**src/slcr_pkg.sv**
```systemverilog
package slcr_pkg;

  localparam int MAX_RESULTS = 32;

  localparam logic ITEM_ECHO = 1'b0;
  localparam logic ITEM_LINE = 1'b1;

  localparam logic [2:0] CMD_NONE    = 3'd0;
  localparam logic [2:0] CMD_FORWARD = 3'd1;
  localparam logic [2:0] CMD_BACK    = 3'd2;
  localparam logic [2:0] CMD_LEFT    = 3'd3;
  localparam logic [2:0] CMD_RIGHT   = 3'd4;
  localparam logic [2:0] CMD_STOP    = 3'd5;
  localparam logic [2:0] CMD_SPEED   = 3'd6;

  localparam logic [7:0] CH_Z  = 8'h7a;
  localparam logic [7:0] CH_S  = 8'h73;
  localparam logic [7:0] CH_Q  = 8'h71;
  localparam logic [7:0] CH_D  = 8'h64;
  localparam logic [7:0] CH_A  = 8'h61;
  localparam logic [7:0] CH_V  = 8'h76;
  localparam logic [7:0] CH_LF = 8'h0a;
  localparam logic [7:0] CH_CR = 8'h0d;

  // One classified item handed from the front to the back
  typedef struct packed {
    logic [7:0] data;
    logic [2:0] cmd;
    logic       term;
  } job_t;

  function automatic logic [2:0] demo_code(input logic [7:0] b);
    logic [2:0] c;
    case (b)
      CH_Z:    c = CMD_FORWARD;
      CH_S:    c = CMD_BACK;
      CH_Q:    c = CMD_LEFT;
      CH_D:    c = CMD_RIGHT;
      CH_A:    c = CMD_STOP;
      CH_V:    c = CMD_SPEED;
      default: c = CMD_NONE;
    endcase
    return c;
  endfunction

endpackage

```
**src/slcr_ram.sv**
```systemverilog
module slcr_ram #(
  parameter int WIDTH = 8,
  parameter int DEPTH = 32
) (
  input  logic                     clk,
  input  logic                     we,
  input  logic [$clog2(DEPTH)-1:0] waddr,
  input  logic [WIDTH-1:0]         wdata,
  input  logic [$clog2(DEPTH)-1:0] raddr,
  output logic [WIDTH-1:0]         rdata
);

  logic [WIDTH-1:0] mem [DEPTH];
  logic [WIDTH-1:0] rdata_r;

  always_ff @(posedge clk) begin
    if (we) begin
      mem[waddr] <= wdata;
    end
    rdata_r <= mem[raddr];
  end

  assign rdata = rdata_r;

endmodule

```
**src/slcr_fifo.sv**
```systemverilog
module slcr_fifo (
  input  logic          clk,
  input  logic          rst_n,
  input  logic          push,
  input  slcr_pkg::job_t push_job,
  output logic          full,
  input  logic          pop,
  output slcr_pkg::job_t head_job,
  output logic          empty
);
  import slcr_pkg::*;

  job_t       slot_r [2];
  logic       wr_ptr_r, wr_ptr_nxt;
  logic       rd_ptr_r, rd_ptr_nxt;
  logic [1:0] count_r, count_nxt;

  assign full     = (count_r == 2'd2);
  assign empty    = (count_r == 2'd0);
  assign head_job = slot_r[rd_ptr_r];

  always_comb begin
    wr_ptr_nxt = wr_ptr_r ^ push;
    rd_ptr_nxt = rd_ptr_r ^ pop;
    count_nxt  = count_r + {1'b0, push} - {1'b0, pop};
  end

  always_ff @(posedge clk) begin
    if (!rst_n) begin
      wr_ptr_r <= 1'b0;
      rd_ptr_r <= 1'b0;
      count_r  <= 2'd0;
    end else begin
      wr_ptr_r <= wr_ptr_nxt;
      rd_ptr_r <= rd_ptr_nxt;
      count_r  <= count_nxt;
    end
    if (push) begin
      slot_r[wr_ptr_r] <= push_job;
    end
  end

  a_no_overflow: assert property (@(posedge clk) disable iff (!rst_n)
    (push && !pop) |-> !full)
    else $error("slcr_fifo: push into full queue");

  a_no_underflow: assert property (@(posedge clk) disable iff (!rst_n)
    pop |-> !empty)
    else $error("slcr_fifo: pop from empty queue");

endmodule

```
**src/slcr_front.sv**
```systemverilog
module slcr_front #(
  parameter int LINE_DEPTH = 32
) (
  input  logic                          clk,
  input  logic                          rst_n,
  input  logic                          cfg_valid,
  output logic                          cfg_ready,
  input  logic                          cfg_demo_enable,
  input  logic                          in_valid,
  output logic                          in_ready,
  input  logic [7:0]                    in_rx_byte,
  output logic                          push,
  output slcr_pkg::job_t                push_job,
  input  logic                          q_full,
  input  logic                          line_done,
  output logic                          mem_we,
  output logic [$clog2(LINE_DEPTH)-1:0] mem_waddr,
  output logic [7:0]                    mem_wdata
);
  import slcr_pkg::*;

  localparam int AW = $clog2(LINE_DEPTH);

  logic          demo_enable_r;
  logic [AW-1:0] fill_count_r, fill_count_nxt;
  logic          line_busy_r, line_busy_nxt;
  logic          accept;
  logic          is_term;
  logic [2:0]    cmd;
  logic [AW:0]   fill_inc;

  assign cfg_ready = 1'b1;
  assign in_ready  = !q_full && !line_busy_r;
  assign accept    = in_valid && in_ready;
  assign is_term   = (in_rx_byte == CH_LF) || (in_rx_byte == CH_CR);
  assign cmd       = demo_enable_r ? demo_code(in_rx_byte) : CMD_NONE;
  assign fill_inc  = {1'b0, fill_count_r} + {{AW{1'b0}}, 1'b1};

  // Store a terminator as zero so the drain stops on it
  assign mem_we    = accept;
  assign mem_waddr = fill_count_r;
  assign mem_wdata = is_term ? 8'h00 : in_rx_byte;

  assign push          = accept;
  assign push_job.data = in_rx_byte;
  assign push_job.cmd  = cmd;
  assign push_job.term = is_term;

  always_comb begin
    fill_count_nxt = fill_count_r;
    line_busy_nxt  = line_busy_r;
    if (line_done) begin
      line_busy_nxt = 1'b0;
    end
    if (accept) begin
      if (is_term || cmd == CMD_SPEED || fill_inc == (AW + 1)'(LINE_DEPTH)) begin
        fill_count_nxt = '0;
      end else begin
        fill_count_nxt = fill_inc[AW-1:0];
      end
      // Hold off new bytes until the line has been read out of the store
      if (is_term) begin
        line_busy_nxt = 1'b1;
      end
    end
  end

  always_ff @(posedge clk) begin
    if (!rst_n) begin
      demo_enable_r <= 1'b0;
      fill_count_r  <= '0;
      line_busy_r   <= 1'b0;
    end else begin
      if (cfg_valid && cfg_ready) begin
        demo_enable_r <= cfg_demo_enable;
      end
      fill_count_r <= fill_count_nxt;
      line_busy_r  <= line_busy_nxt;
    end
  end

  a_term_restarts_line: assert property (@(posedge clk) disable iff (!rst_n)
    (accept && is_term) |=> (fill_count_r == '0 && line_busy_r))
    else $error("slcr_front: terminator did not restart the line");

  a_fill_in_range: assert property (@(posedge clk) disable iff (!rst_n)
    {1'b0, fill_count_r} < (AW + 1)'(LINE_DEPTH))
    else $error("slcr_front: fill count out of range");

endmodule

```
**src/slcr_back.sv**
```systemverilog
module slcr_back #(
  parameter int LINE_DEPTH = 32
) (
  input  logic                          clk,
  input  logic                          rst_n,
  input  logic                          q_empty,
  input  slcr_pkg::job_t                head_job,
  output logic                          pop,
  output logic                          line_done,
  output logic [$clog2(LINE_DEPTH)-1:0] mem_raddr,
  input  logic [7:0]                    mem_rdata,
  output logic                          out_valid,
  input  logic                          out_ready,
  output logic                          out_item_kind,
  output logic [7:0]                    out_data_byte,
  output logic [2:0]                    out_command_code,
  output logic                          out_line_ready,
  output logic                          out_last
);
  import slcr_pkg::*;

  localparam int AW  = $clog2(LINE_DEPTH);
  localparam int CAP = (MAX_RESULTS - 1 < LINE_DEPTH) ? MAX_RESULTS - 1 : LINE_DEPTH;
  localparam logic [AW:0] CAP_IDX = (AW + 1)'(CAP);

  typedef enum logic [1:0] {ST_IDLE, ST_WAIT, ST_EMIT} state_t;
  typedef enum logic [1:0] {NX_NONE, NX_FINAL, NX_READ} next_t;

  state_t        state_r, state_nxt;
  next_t         after_r, after_nxt;
  logic [AW-1:0] idx_r, idx_nxt;
  logic          term_job_r, term_job_nxt;
  logic          pend_kind_r, pend_kind_nxt;
  logic [7:0]    pend_byte_r, pend_byte_nxt;
  logic [2:0]    pend_cmd_r, pend_cmd_nxt;
  logic          pend_lr_r, pend_lr_nxt;
  logic          out_valid_r, out_valid_nxt;
  logic          out_kind_r, out_kind_nxt;
  logic [7:0]    out_byte_r, out_byte_nxt;
  logic [2:0]    out_cmd_r, out_cmd_nxt;
  logic          out_lr_r, out_lr_nxt;
  logic          out_last_r, out_last_nxt;
  logic [AW:0]   idx_inc;

  assign idx_inc = {1'b0, idx_r} + {{AW{1'b0}}, 1'b1};

  always_comb begin
    state_nxt     = state_r;
    after_nxt     = after_r;
    idx_nxt       = idx_r;
    term_job_nxt  = term_job_r;
    pend_kind_nxt = pend_kind_r;
    pend_byte_nxt = pend_byte_r;
    pend_cmd_nxt  = pend_cmd_r;
    pend_lr_nxt   = pend_lr_r;
    out_valid_nxt = out_valid_r;
    out_kind_nxt  = out_kind_r;
    out_byte_nxt  = out_byte_r;
    out_cmd_nxt   = out_cmd_r;
    out_lr_nxt    = out_lr_r;
    out_last_nxt  = out_last_r;
    pop           = 1'b0;
    line_done     = 1'b0;
    mem_raddr     = '0;
    case (state_r)
      ST_IDLE: begin
        if (!q_empty) begin
          pop           = 1'b1;
          term_job_nxt  = head_job.term;
          pend_kind_nxt = ITEM_ECHO;
          pend_byte_nxt = head_job.data;
          pend_cmd_nxt  = head_job.cmd;
          pend_lr_nxt   = head_job.term;
          if (head_job.term) begin
            // Fetch the first line byte to learn whether the echo is last
            idx_nxt   = '0;
            state_nxt = ST_WAIT;
          end else begin
            out_valid_nxt = 1'b1;
            out_kind_nxt  = ITEM_ECHO;
            out_byte_nxt  = head_job.data;
            out_cmd_nxt   = head_job.cmd;
            out_lr_nxt    = 1'b0;
            out_last_nxt  = 1'b1;
            after_nxt     = NX_NONE;
            state_nxt     = ST_EMIT;
          end
        end
      end
      ST_WAIT: begin
        out_valid_nxt = 1'b1;
        out_kind_nxt  = pend_kind_r;
        out_byte_nxt  = pend_byte_r;
        out_cmd_nxt   = pend_cmd_r;
        out_lr_nxt    = pend_lr_r;
        state_nxt     = ST_EMIT;
        if (mem_rdata == 8'h00) begin
          out_last_nxt = 1'b1;
          after_nxt    = NX_NONE;
        end else begin
          out_last_nxt  = 1'b0;
          pend_kind_nxt = ITEM_LINE;
          pend_byte_nxt = mem_rdata;
          pend_cmd_nxt  = CMD_NONE;
          pend_lr_nxt   = 1'b0;
          after_nxt     = (idx_inc == CAP_IDX) ? NX_FINAL : NX_READ;
        end
      end
      ST_EMIT: begin
        if (out_ready) begin
          case (after_r)
            NX_FINAL: begin
              out_kind_nxt = pend_kind_r;
              out_byte_nxt = pend_byte_r;
              out_cmd_nxt  = pend_cmd_r;
              out_lr_nxt   = pend_lr_r;
              out_last_nxt = 1'b1;
              after_nxt    = NX_NONE;
            end
            NX_READ: begin
              out_valid_nxt = 1'b0;
              idx_nxt       = idx_inc[AW-1:0];
              mem_raddr     = idx_inc[AW-1:0];
              state_nxt     = ST_WAIT;
            end
            default: begin
              out_valid_nxt = 1'b0;
              line_done     = term_job_r;
              state_nxt     = ST_IDLE;
            end
          endcase
        end
      end
      default: begin
        state_nxt = ST_IDLE;
      end
    endcase
  end

  always_ff @(posedge clk) begin
    if (!rst_n) begin
      state_r     <= ST_IDLE;
      after_r     <= NX_NONE;
      term_job_r  <= 1'b0;
      out_valid_r <= 1'b0;
    end else begin
      state_r     <= state_nxt;
      after_r     <= after_nxt;
      term_job_r  <= term_job_nxt;
      out_valid_r <= out_valid_nxt;
    end
    idx_r       <= idx_nxt;
    pend_kind_r <= pend_kind_nxt;
    pend_byte_r <= pend_byte_nxt;
    pend_cmd_r  <= pend_cmd_nxt;
    pend_lr_r   <= pend_lr_nxt;
    out_kind_r  <= out_kind_nxt;
    out_byte_r  <= out_byte_nxt;
    out_cmd_r   <= out_cmd_nxt;
    out_lr_r    <= out_lr_nxt;
    out_last_r  <= out_last_nxt;
  end

  assign out_valid        = out_valid_r;
  assign out_item_kind    = out_kind_r;
  assign out_data_byte    = out_byte_r;
  assign out_command_code = out_cmd_r;
  assign out_line_ready   = out_lr_r;
  assign out_last         = out_last_r;

  a_valid_only_emit: assert property (@(posedge clk) disable iff (!rst_n)
    out_valid_r |-> (state_r == ST_EMIT))
    else $error("slcr_back: result shown outside emit state");

  a_line_char_clean: assert property (@(posedge clk) disable iff (!rst_n)
    (out_valid_r && out_kind_r == ITEM_LINE) |-> (out_cmd_r == CMD_NONE && !out_lr_r))
    else $error("slcr_back: line character carries status");

  a_done_on_last: assert property (@(posedge clk) disable iff (!rst_n)
    line_done |-> (out_valid_r && out_ready && out_last_r))
    else $error("slcr_back: line finished without a last item");

endmodule

```
**src/serial_line_command_receiver.sv**
```systemverilog
// Serial line command receiver.
// Input channel: one received byte per item on in_rx_byte (in_valid/in_ready).
// Result channel: out_valid/out_ready with item kind, data byte, command code,
// line-ready flag and last mark. Every byte yields an echo item first; a CR or
// LF byte is followed by the stored line characters, cut at the first zero
// byte, and the last mark closes the items of that byte.
// Config channel: cfg_valid/cfg_ready writes demo_enable, which turns on the
// z s q d a v motion commands (v also discards the line so far).
// A front stage stores bytes in the line RAM and queues them in a two-entry
// queue; a back stage forms the results. A plain byte passes through the queue
// and the output register, and the back stage takes the next byte only once
// it has finished the items of the last one. Each line character goes from the
// registered RAM read through a pending register into the output register. New
// bytes are held off from a terminator until its drain completes.
// Reset clears the fill count, demo mode and all handshake state; RAM contents
// are not cleared. A stalled out_ready holds the current result; the front
// keeps accepting until the queue fills.
module serial_line_command_receiver #(
  parameter int LINE_DEPTH = 32
) (
  input  logic       clk,
  input  logic       rst_n,
  input  logic       cfg_valid,
  output logic       cfg_ready,
  input  logic       cfg_demo_enable,
  input  logic       in_valid,
  output logic       in_ready,
  input  logic [7:0] in_rx_byte,
  output logic       out_valid,
  input  logic       out_ready,
  output logic       out_item_kind,
  output logic [7:0] out_data_byte,
  output logic [2:0] out_command_code,
  output logic       out_line_ready,
  output logic       out_last
);
  import slcr_pkg::*;

  localparam int AW = $clog2(LINE_DEPTH);

  logic          push, pop, q_full, q_empty, line_done;
  job_t          push_job, head_job;
  logic          mem_we;
  logic [AW-1:0] mem_waddr, mem_raddr;
  logic [7:0]    mem_wdata, mem_rdata;

  slcr_front #(.LINE_DEPTH(LINE_DEPTH)) u_front (
    .clk             (clk),
    .rst_n           (rst_n),
    .cfg_valid       (cfg_valid),
    .cfg_ready       (cfg_ready),
    .cfg_demo_enable (cfg_demo_enable),
    .in_valid        (in_valid),
    .in_ready        (in_ready),
    .in_rx_byte      (in_rx_byte),
    .push            (push),
    .push_job        (push_job),
    .q_full          (q_full),
    .line_done       (line_done),
    .mem_we          (mem_we),
    .mem_waddr       (mem_waddr),
    .mem_wdata       (mem_wdata)
  );

  slcr_fifo u_fifo (
    .clk      (clk),
    .rst_n    (rst_n),
    .push     (push),
    .push_job (push_job),
    .full     (q_full),
    .pop      (pop),
    .head_job (head_job),
    .empty    (q_empty)
  );

  slcr_ram #(.WIDTH(8), .DEPTH(LINE_DEPTH)) u_line_ram (
    .clk   (clk),
    .we    (mem_we),
    .waddr (mem_waddr),
    .wdata (mem_wdata),
    .raddr (mem_raddr),
    .rdata (mem_rdata)
  );

  slcr_back #(.LINE_DEPTH(LINE_DEPTH)) u_back (
    .clk              (clk),
    .rst_n            (rst_n),
    .q_empty          (q_empty),
    .head_job         (head_job),
    .pop              (pop),
    .line_done        (line_done),
    .mem_raddr        (mem_raddr),
    .mem_rdata        (mem_rdata),
    .out_valid        (out_valid),
    .out_ready        (out_ready),
    .out_item_kind    (out_item_kind),
    .out_data_byte    (out_data_byte),
    .out_command_code (out_command_code),
    .out_line_ready   (out_line_ready),
    .out_last         (out_last)
  );

endmodule
```
**config.mk**
```make
export PLATFORM = sky130hd
export DESIGN_NAME = serial_line_command_receiver
export DESIGN_NICKNAME = d
export VERILOG_FILES = /design/src/slcr_pkg.sv /design/src/slcr_ram.sv /design/src/slcr_fifo.sv /design/src/slcr_front.sv /design/src/slcr_back.sv /design/src/serial_line_command_receiver.sv
export SDC_FILE = /design/constraint.sdc
export NUM_CORES = 1
export LEC_CHECK = 0
export BUFFER_PORTS_ARGS = -buffer_cell sky130_fd_sc_hd__buf_4
export CAP_MARGIN = 30
export CORE_ASPECT_RATIO = 0.7
export CORE_MARGIN = 8
export CORE_UTILIZATION = 55
export CTS_BUF_LIST = sky130_fd_sc_hd__clkbuf_16
export CTS_CLUSTER_SIZE = 16
export DETAILED_ROUTE_END_ITERATION = 6
export PLACE_DENSITY = 0.74
export RECOVER_POWER = 100
export SLEW_MARGIN = 20
export SYNTH_ARGS = -nofsm -noshare
export SYNTH_HDL_FRONTEND = slang
export SYNTH_SLANG_ARGS = --single-unit
```
**constraint.sdc**
```tcl
create_clock -name clk -period 2.5 [get_ports clk]
set_input_delay 0.5 -clock clk [delete_from_list [all_inputs] [get_ports clk]]
set_output_delay 0.5 -clock clk [all_outputs]
set_load 0.01 [all_outputs]
```
==> results.md <==
Outcome:
- The flow ran to the end, but the final reports show violations.
- The final reports fail on capacitance limit, slew limit.

Worst setup path:
- The worst setup path is captured at a flop.
- The reg2reg setup slack is around 0.042 ns.
- Along the worst path, the maximum fanout reaches 10.
- The path type of the worst setup path is reg2reg.
- The worst register-to-register path has a depth of 10.
- STA classifies the critical path startpoint as a flop.
- The most critical setup path has its startpoint at u_back.idx_r[0]$_SDFFCE_PN0P_.
- At the worst endpoint, the arrival time is between 2 and 3 ns.
- In this run the critical register-to-register path is launched from u_back.idx_r[0]$_SDFFCE_PN0P_.
- Data on the critical path is required at its endpoint by 3.02 ns.
- The endpoint identified for the worst register-to-register timing path is u_line_ram.rdata[3]$_DFF_P_.
- The critical path ends at u_line_ram.rdata[3]$_DFF_P_.

Routing:
- The routed layout has 9223 vias.
- The detail route stage leaves a number of antenna-violating nets equal to 0.
- In the final routed layout, each cell accounts on average for 25.0 um.
- The detail-routed via count per cell is 6.26.
- The count of TritonRoute iterations in the first routing pass is 5.
- The sum of routed wire length over all layers is 36800 um.
- The first routing iteration left roughly 1200 violations.
- For this run, design rule violations remaining after detail routing come to 0.

Place:
- The final estimated routing congestion in global placement is 0.917.
- Once placement finished, the instance area stood at 15600 sq um.
- The detailed placement HPWL is 24600 um.
- The worst setup slack before clock tree synthesis is -0.130 ns.
- In this run the tool buffered the top-level ports with 29 buffer cells.
- Once placement completed, the tool counted placed cells totaling 1414.

Worst hold path:
- The start point of the worst min-delay path is cfg_demo_enable.
- The min-delay analysis places its worst path in the category in2reg.

Finish:
- Registers take 9890 sq um.
- The number of standard cells in the final layout excluding fillers is 1474.
- The repair_antennas step left the layout with diodes totalling 0.
- The final-stage net count is 1148.
- The number of filler cells placed in the layout is 1906.
- The multi-input logic area is between 3000 and 4000 sq um.
- Summing all non-filler instances in the final layout gives an area of 16300 sq um.
- The layout cell share with drive strength beyond 1 is 0.201.
- The synthesis-to-finish area growth is 14.1%.

Clocking:
- Clock tree synthesis found a total of about 340 sinks.
- Clock tree synthesis selected as its root buffer the cell clkbuf_16.
- The clock passes through at most 3 buffers.
- Clock-pin slew was measured on the worst setup and hold paths at 0.07 ns.
- The number of buffers created by CTS is 31.
- The clock latency at the later pin of the worst-skew pair is around 0.57 ns.
- The maximum level of the CTS H-tree is 1.
- The clock tree from TritonCTS is done.

Die:
- The area of the die is 31500 sq um.
- For this design the top-level I/O count stands at 31.
- Measured along the x axis, the die boundary spans around 210 um.
- Measured along the y axis, the die boundary spans 151 um.
- In this run the standard cell core region covers 25600 sq um.
- The floorplan row count is 49.
- The effective utilization at floorplan is 0.557.

Timing:
- The number of endpoints with negative hold slack in the final report was 0.
- Setup slack on the critical path of the routed design comes to 0.0424 ns.
- The worst slack on hold paths is around 0.21 ns.
- Subtracting the final worst setup slack from the clock period gives 2.46 ns.
- The largest clock skew in the final design is 0.0125 ns.
- The final setup TNS is 0 ns.
- Setup violations remaining at the end of the flow were counted as 0.
- The actual transition at the worst max-transition pin is 1.90 ns.
- Setup repair after global routing could not meet its margin everywhere.
- In the finished design, the share of the clock period the worst path needs comes to 0.983.
- In this run the tightest slew margin relative to its limit is -0.264.
- The maximum clock frequency is 407 MHz.
- The number of max-slew violations in the final report is 105.

Global route:
- The number of antenna violations at the first check in global routing came to 0.
- The largest net degree at the start of global routing is 36.
- The global-route wire length before repair is between 50000 and 60000 um.
- In the global route stage, overall resource usage came out at 0.232.
- The via count of the first global-routing pass came to around 8800.
- Summed over all layers, the global routing overflow is 0.

Synth:
- The most numerous cell in the Yosys netlist is edfxtp_1.
- The number of nets handed over by synthesis was 1032.
- Of all flip-flops after synthesis, the portion carrying an async set or reset was 0.
- The synthesis-stage register bit count is 338.
- After synthesis, the cell types taking the most area are edfxtp_1, dfxtp_1, mux2_2.
- The number of synthesized flops with an enable pin is 312.
- For this run, the leading register cell type out of synthesis is edfxtp_1.
- The fraction of synthesized cell area taken by the top area cell type is 0.656.
- The portion of the post-synthesis area used by sequential elements is 0.692.
- The mapped netlist covers 14300 sq um.
- The largest total area in the synthesized netlist belongs to edfxtp_1.
- The cell count after synthesis is 1002.
- Each instance of the synthesized netlist takes up on average 14.3 sq um.
- The synthesis warning total is 0.
- The synthesized netlist contains 64 unique library cells.
- After synthesis, the most frequently instantiated cells are edfxtp_1, nand2_1, nor2_1, mux2_2, o21ai_0.

Pwr:
- The power density normalized to cell area is approximately 900 nW/um^2.
- VDD sags by at most 0.702 mV.
- The analysis attributes to cell leakage a power of approximately 5.6 nW.

Run:
- The reported max-cap violation count is 4.
[placed cells by master (no fill, tap or decap), types with 7 or more instances in the layout]
master / Yosys / final
a211oi_1: 10 / 10
a211oi_2: 7 / 7
a21oi_1: 27 / 26
a31oi_1: 15 / 15
and2_1: 13 / 8
buf_12: 0 / 8
buf_4: 9 / 62
clkbuf_1: 19 / 42
clkbuf_16: 0 / 31
clkbuf_2: 0 / 33
clkinv_1: 0 / 7
dfxtp_1: 26 / 26
edfxtp_1: 312 / 312
ha_1: 16 / 14
inv_1: 13 / 18
mux2_2: 46 / 42
mux2i_1: 33 / 33
nand2_1: 87 / 87
nand3_1: 31 / 31
nor2_1: 71 / 71
nor2b_1: 23 / 21
nor3_1: 20 / 20
o211ai_1: 20 / 20
o21a_1: 7 / 7
o21ai_0: 34 / 35
o221ai_1: 12 / 12
o22ai_1: 24 / 24
[per-layer routing]
| metal | vias up | wire, um | GRT usage | part of all wire |
|---|---|---|---|---|
| met3 | 66 | 4600 | 0.0757 | 0.12 |
| met1 | 4566 | 16000 | 0.337 | 0.44 |
| met5 | - | 0 | 0 | 0 |
| met4 | 0 | 799 | 0.0534 | 0.022 |
| li1 | 4061 | - | - | - |
| met2 | 530 | 15400 | 0.337 | 0.42 |
[area by class of cell]
type                    count  area share
well taps                 331      0.0254
clock inverters            27      0.0122
flip-flops and latches    338       0.607
repair buffers            148      0.0603
multi-input cells         582       0.244
inverters                  17     0.00392
clock buffers              31      0.0476
[power breakdown]
part / internal (mW) / switching (mW) / total (mW)
clock network: 2.47 / 2.06 / 4.54
registers: 6.81 / 0.181 / 6.99
logic: 1.20 / 1.93 / 3.13
[critical path, cell delays in order (launching register included)]
cell and delay (ns):
edfxtp_1 0.40, buf_4 0.18, ha_1 0.23, xor2_2 0.28, nand2_2 0.16, buf_4 0.17
buf_12 0.13, a211oi_1 0.27, a211oi_1 0.11, a31oi_1 0.25, mux2_2 0.21
[flip-flops by register name (all words and copies together), names as in the netlist, 2 cells and up, named ones only]
register	flops
u_back.out_command_code	3
u_back.idx_r	5
u_back.pend_byte_r	8
u_back.state_r	2
u_front.mem_waddr	5
u_fifo.count_r	2
u_back.after_r	2
u_line_ram.rdata	8
u_line_ram.mem	256
u_back.pend_cmd_r	3
u_back.out_data_byte	8
u_fifo.slot_r	24
[metrics by stage]
stage | total power [mW] | util
floorplan | 9.04 | -
global placement | 10.2 | 0.607
detailed placement | 10.3 | 0.607
CTS | 14.8 | 0.645
global route | 15.2 | 0.636
finish | 14.7 | 0.636
[what timing repair did]
item	CTS	global route
gates resized for setup	4	4
hold buffers	0	0
endpoints found under the hold margin	0	0
buffers inserted	0	2
pin swaps	0	4
cloned	0	0
setup endpoints to repair	5	5
[how the worst min path moves through the flow]
stage	endpoint	slack [ns]	cells past startpoint
floorplan	u_front.demo_enable_r$_SDFFE_PN0P_	0.48	2
global placement	u_back.out_item_kind$_SDFFCE_PN0P_	0.51	1
detailed placement	u_back.out_line_ready$_SDFFCE_PN0P_	0.53	1
CTS	u_fifo.slot_r[0][5]$_DFFE_PP_	0.14	1
global route	u_front.demo_enable_r$_SDFFE_PN0P_	0.24	3
finish	u_front.demo_enable_r$_SDFFE_PN0P_	0.21	3
[cell families (layout without fill, tap and decap cells)]
family          after synthesis  count (layout)  synth area share
compound gates              192             192            0.0950
simple gates                281             281            0.0958
mux                          81              81            0.0625
flops                       338             338             0.692
xor+xnor                     11              11           0.00727
fa+ha+maj                    16              16            0.0140
other cells                   1               1          0.000263
buf+inv                      82             223            0.0326
(Power assumes the default switching activity.)
